==> src/rtl/core/weighted_multi_pattern_matcher_defines.svh <==
// ---------------------------------------------------------------------------
// weighted multi pattern matcher assertion macros
// shared property wrappers, clocked on clk and disabled during reset
// ---------------------------------------------------------------------------
`ifndef WEIGHTED_MULTI_PATTERN_MATCHER_DEFINES_SVH
`define WEIGHTED_MULTI_PATTERN_MATCHER_DEFINES_SVH

// same-cycle implication
`define WMPM_ASSERT_IMP(lbl, ante, cons) \
	lbl: assert property (@(posedge clk) disable iff (!arst_n) (ante) |-> (cons)) \
		else $error("wmpm same-cycle check failed");

// next-cycle implication
`define WMPM_ASSERT_NXT(lbl, ante, cons) \
	lbl: assert property (@(posedge clk) disable iff (!arst_n) (ante) |=> (cons)) \
		else $error("wmpm next-cycle check failed");

`endif

==> src/rtl/core/wmpm_pkg.sv <==
// ---------------------------------------------------------------------------
// wmpm_pkg
// field widths, request codes and controller/datapath handshake structs
// ---------------------------------------------------------------------------
package wmpm_pkg;

	localparam int REQ_W    = 3;
	localparam int SLOT_W   = 12;
	localparam int SYM_W    = 5;
	localparam int LINK_W   = 12;
	localparam int FIRST_W  = 12;
	localparam int COUNT_W  = 11;
	localparam int PID_W    = 10;
	localparam int WEIGHT_W = 24;
	localparam int TOTAL_W  = 40;
	localparam int IDX_W    = 13;
	localparam int SPAN_W   = FIRST_W + COUNT_W;

	localparam logic [REQ_W-1:0] REQ_GOTO   = 3'd0;
	localparam logic [REQ_W-1:0] REQ_INFO   = 3'd1;
	localparam logic [REQ_W-1:0] REQ_OUTPUT = 3'd2;
	localparam logic [REQ_W-1:0] REQ_WEIGHT = 3'd3;
	localparam logic [REQ_W-1:0] REQ_CHAR   = 3'd4;

	typedef struct packed {
		logic clr_step;
		logic load_wr;
		logic char_start;
		logic goto_rd;
		logic goto_step;
		logic take_edge;
		logic span_rd;
		logic list_rd;
		logic wt_rd;
		logic acc;
		logic finish;
	} cmd_t;

	typedef struct packed {
		logic clr_done;
		logic is_char;
		logic bad_sym;
		logic edge_hit;
		logic give_up;
		logic list_more;
		logic out_full;
		logic is_end;
	} sts_t;

endpackage

==> src/rtl/core/wmpm_ctrl.sv <==
// ---------------------------------------------------------------------------
// wmpm_ctrl
// sequencer: clear sweep, load writes, goto/failure walk, output list scan, result hand-off
// ---------------------------------------------------------------------------
`include "weighted_multi_pattern_matcher_defines.svh"

module wmpm_ctrl (
	input  logic             clk,
	input  logic             arst_n,
	input  logic             in_valid,
	output logic             in_ready,
	input  wmpm_pkg::sts_t   sts,
	output wmpm_pkg::cmd_t   cmd
);
	localparam logic [3:0] S_CLEAR = 4'd0;
	localparam logic [3:0] S_IDLE  = 4'd1;
	localparam logic [3:0] S_GRD   = 4'd2;
	localparam logic [3:0] S_GCHK  = 4'd3;
	localparam logic [3:0] S_SPAN  = 4'd4;
	localparam logic [3:0] S_LIST  = 4'd5;
	localparam logic [3:0] S_WT    = 4'd6;
	localparam logic [3:0] S_ACC   = 4'd7;
	localparam logic [3:0] S_FIN   = 4'd8;

	logic [3:0] state_q, state_d;
	logic accept;

	assign in_ready = state_q == S_IDLE;
	assign accept   = in_valid && in_ready;

	always_comb begin
		cmd     = '0;
		state_d = state_q;
		unique case (state_q)
			S_CLEAR: begin
				cmd.clr_step = 1'b1;
				if (sts.clr_done) state_d = S_IDLE;
			end
			S_IDLE: begin
				if (accept) begin
					if (sts.is_char) begin
						cmd.char_start = 1'b1;
						state_d = sts.bad_sym ? S_SPAN : S_GRD;
					end else begin
						cmd.load_wr = 1'b1;
					end
				end
			end
			S_GRD: begin
				cmd.goto_rd = 1'b1;
				state_d = S_GCHK;
			end
			S_GCHK: begin
				if (sts.edge_hit || sts.give_up) begin
					cmd.take_edge = 1'b1;
					state_d = S_SPAN;
				end else begin
					cmd.goto_step = 1'b1;
					state_d = S_GRD;
				end
			end
			S_SPAN: begin
				cmd.span_rd = 1'b1;
				state_d = S_LIST;
			end
			S_LIST: begin
				if (sts.list_more) begin
					cmd.list_rd = 1'b1;
					state_d = S_WT;
				end else begin
					state_d = S_FIN;
				end
			end
			S_WT: begin
				cmd.wt_rd = 1'b1;
				state_d = S_ACC;
			end
			S_ACC: begin
				cmd.acc = 1'b1;
				state_d = S_LIST;
			end
			S_FIN: begin
				if (!(sts.is_end && sts.out_full)) begin
					cmd.finish = 1'b1;
					state_d = S_IDLE;
				end
			end
			default: state_d = S_CLEAR;
		endcase
	end

	always_ff @(posedge clk or negedge arst_n) begin
		if (!arst_n) begin
			state_q <= S_CLEAR;
		end else begin
			state_q <= state_d;
		end
	end

	`WMPM_ASSERT_IMP(a_clear_blocks_input, state_q == S_CLEAR, !in_ready)
	`WMPM_ASSERT_IMP(a_no_result_overwrite, cmd.finish && sts.is_end, !sts.out_full)
	`WMPM_ASSERT_NXT(a_load_one_cycle, accept && !sts.is_char, state_q == S_IDLE)
endmodule

==> config.mk <==
export PLATFORM = sky130hd
export DESIGN_NAME = wmpm_ctrl
export DESIGN_NICKNAME = d
export VERILOG_FILES = /design/src/rtl/core/wmpm_pkg.sv /design/src/rtl/core/wmpm_ctrl.sv
export VERILOG_INCLUDE_DIRS = /design/src /design/src/rtl/core
export SDC_FILE = /design/constraint.sdc
export NUM_CORES = 1
export LEC_CHECK = 0
export BUFFER_PORTS_ARGS = -buffer_cell sky130_fd_sc_hd__buf_4
export CAP_MARGIN = 20
export CORE_AREA = 2 2 39 41
export DETAILED_ROUTE_END_ITERATION = 6
export DIE_AREA = 0 0 41 43
export HOLD_SLACK_MARGIN = 0.08
export MAX_ROUTING_LAYER = met4
export RECOVER_POWER = 50
export SYNTH_ARGS = -nofsm -noshare
export SYNTH_HDL_FRONTEND = slang
export SYNTH_SLANG_ARGS = --single-unit
export TNS_END_PERCENT = 20
==> constraint.sdc <==
create_clock -name clk -period 1.9 [get_ports clk]
set_input_delay 0.38 -clock clk [delete_from_list [all_inputs] [get_ports clk]]
set_output_delay 0.38 -clock clk [all_outputs]
set_load 0.005 [all_outputs]
==> results.txt <==
The flow ran to the end, and the final reports show no timing, DRC or antenna violations. Measured against its own limit, the worst slew margin works out to roughly 73%. The chip height is 43 um. The yosys synthesis warning count came out at 0. The total number of vias came out at 489.

The deepest level of the CTS H-tree came out at 1. The via count of the first global-routing pass is 434. The critical path ends at cmd[0]. The design draws between 0.8 and 0.9 mW.

The number of nets with antenna violations after routing came out at 0. Setup repair after global routing left no endpoint under its margin. In the layout the commonest cells are sky130_fd_sc_hd__buf_4, sky130_fd_sc_hd__nor2_1, sky130_fd_sc_hd__nand2_1, sky130_fd_sc_hd__a21oi_1, sky130_fd_sc_hd__clkbuf_4. The total global-route track usage came out at 15.3%. Clock-pin slew was measured on the worst setup and hold paths at 0.04 ns. The start of the worst register-to-register path is state_q[0].

The fraction of final layout cells sized beyond drive strength 1 is 42.5%. The final wirelength came out at between 1000 and 1500 um. In this run the static leakage power is 0.314 nW. After detailed placement, the total cell area comes to ~630 um2. The final weighted congestion in routability-driven placement is 0.829.

The synthesized instance count is 52. The register-to-register setup slack is ~0.5 ns. Counting tap cells, the placed design contains a total of approximately 90 instances.

The number of antenna diodes in the final layout is 0. The synthesis-stage register bit count came out at 4. The worst min-delay path startpoint is sts[2]. Traced cell by cell, the critical path runs through or4b_4 > a21oi_1 > buf_4. After global routing the overflow that remains totals 0.

The DRC violations left came out at 0. The number of buffers and inverters on the critical path is 1. For the final database, setup skew stands at 0.000841 ns. 23 I/O pins were placed. The area growth from synthesis to final layout came out at 52.4%. STA classifies the critical path startpoint as a flip-flop. After detailed routing, the number of vias per cell comes to 5.09. The clock sink count is 4. In this run the worst setup path begins at state_q[0].

The classification of the worst setup path is flip-flop to primary output. For the final routed database, the setup TNS stands at 0 ns. The total die area came out at 1760 um2. The violation count after the first detailed-routing iteration came out at 3. The tree is rooted in a sky130_fd_sc_hd__clkbuf_4.

The portion of the clock cycle consumed by the worst path in the final layout is 95.8%. The library cell used most frequently in the layout, excluding fill and tap cells, is sky130_fd_sc_hd__buf_4. The net count reported at finish came out at 93. Once the floorplan was initialized, standard cells occupied 31.4% of the core. Along the worst path, the maximum fanout reaches 3. The largest net degree at the start of global routing is 14. In this run the critical register-to-register path is captured at state_q[0]. The number of max-cap violations came out at 0. The flip-flop count of the largest register, all copies and words added came out at 4. The gate family responsible for the most delay along the worst path is simple AND/OR/NAND/NOR gates. The post-synth net total is 63.

The data arrival at the endpoint of the critical path came out at 1.44 ns. The cell area power density came out at 1340 nW/um2. The deepest clock path buffer count is 2.

The final instance area came out at 662 um2. The fraction of the yosys area taken by sequential cells is 23.1%. The final standard cell count with taps included and fillers excluded came out at 96. The register with the most flip-flops in the final layout is state_q.

Across all hold checks on the routed design, the worst slack comes to 0.378 ns. For this run, the detailed router's first-pass iteration total came to 2. TritonCTS built the clock tree.

The final setup violation count came out at 0. The row count is 14. The largest registers in the layout are state_q (4). The worst setup path is captured at a primary output. The largest stage delay on the critical path came out at roughly 0.55 ns. The clock network latency to the later pin of the worst-skew pair is 0.23 ns. The wire length of the first global-routing pass came out at 1840 um. The worst path in the final design needs a cycle of ~1.8 ns, including I/O delays and setup. The netlist area before placement came out at 434 um2. Dividing the synthesized area by the synthesized cell count gives 8.35 um2.

The number of buffers added on ports came out at 22. The count of final hold-check violations came out at 0. The final HPWL from detailed placement is 840 um. The worst register-to-register path has a depth of 4. In this run, CTS created clock tree buffers numbering 3. Across the VDD grid, the largest voltage drop is slightly above 0.7 mV. The number of unique standard cell types used by synthesis is 31. The max-slew violation total from the final report came to 0. Data on the critical path is required at its endpoint by 1.52 ns. The transition time of the tightest slew-check pin came out at 0.404 ns. The largest individual stage delay along the critical path comes from the cell sky130_fd_sc_hd__or4b_4. The average wire per standard cell came out at 11.7 um. In this run the number of cells on the critical path is 3. The initial antenna violation count came to 0. Measured along the x axis, the die boundary spans 41 um. The fmax came out at 550 MHz. The path class of the tightest hold or removal check is input port to flip-flop.

The area inside the core boundary is 1380 um2.
==> cell type report <==
class,count,area (um2)
clock buffers,3,22.5
fillers,139,722
inverters,3,11.3
multi-input cells,41,294
flip-flops and latches,4,101
well taps,16,20.0
repair buffers,29,213
==> synth_stat cells (all sizes together) <==
cell	count	area, um2
nor4	2	18.8
a311oi	1	8.76
nor3b	2	15.0
nor3	2	10.0
buf	4	28.8
a211oi	1	7.51
nor2b	3	18.8
o2bb2ai	2	36.3
o32a	1	10.0
o21ai	2	10.0
inv	3	11.3
dfrtp	4	100
and2	1	6.26
nor4b	1	15.0
or3b	1	8.76
nand2	4	15.0
mux2i	1	10.0
nor2	4	15.0
nand2b	2	12.5
nand4	1	6.26
and3b	1	8.76
o32ai	1	8.76
o22ai	1	6.26
or4b	1	13.8
and3	2	12.5
a21oi	4	20.0
==> per-layer routing <==
metal  track usage, %  wire length (um)  up-vias
li1                 -                 -      254
met5                -                 0        -
met3             4.71                53        0
met4             2.00                 0        0
met2             23.1               539       14
met1             20.2               533      221
==> stage by stage <==
stage,util (%),setup WS [ns]
6_report,47.8,0.0805
5_1_grt,47.8,0.0150
4_1_cts,47.8,0.0471
3_5_place_dp,45.4,0.219
3_3_place_gp,45.4,0.241
2_1_floorplan,-,0.392
==> worst min path at each step <==
stage | slack, ns | to | cells after the start
5_1_grt | 0.37 | state_q[3] | 2
3_5_place_dp | 0.18 | state_q[0] | 1
4_1_cts | 0.37 | state_q[3] | 2
6_report | 0.38 | state_q[3] | 2
3_3_place_gp | 0.18 | state_q[2] | 1
2_1_floorplan | 0.08 | state_q[0] | 0
==> report_power, final <==
| part | leakage [nW] | switching, mW | internal, mW |
|---|---|---|---|
| logic | 0.249 | 0.309 | 0.324 |
| registers | 0.0508 | 0.0260 | 0.121 |
| clock network | 0.0138 | 0.0358 | 0.0707 |
| total | 0.314 | 0.371 | 0.515 |
==> timing repair <==
item / 4_1_cts / 5_1_grt
setup buffers: 0 / 1
hold buffers: 1 / 0
setup endpoints to repair: 1 / 1
gates resized for setup: 1 / 0
endpoints found under the hold margin: 4 / 0
==> kinds of logic after synthesis <==
| kind of cell | after synthesis | synth area share (%) |
|---|---|---|
| simple gates | 27 | 40.6 |
| flops | 4 | 23.1 |
| mux | 1 | 2.31 |
| buf+inv | 7 | 9.22 |
| compound gates | 13 | 24.8 |
No activity file was read; power rests on OpenSTA's default activity.
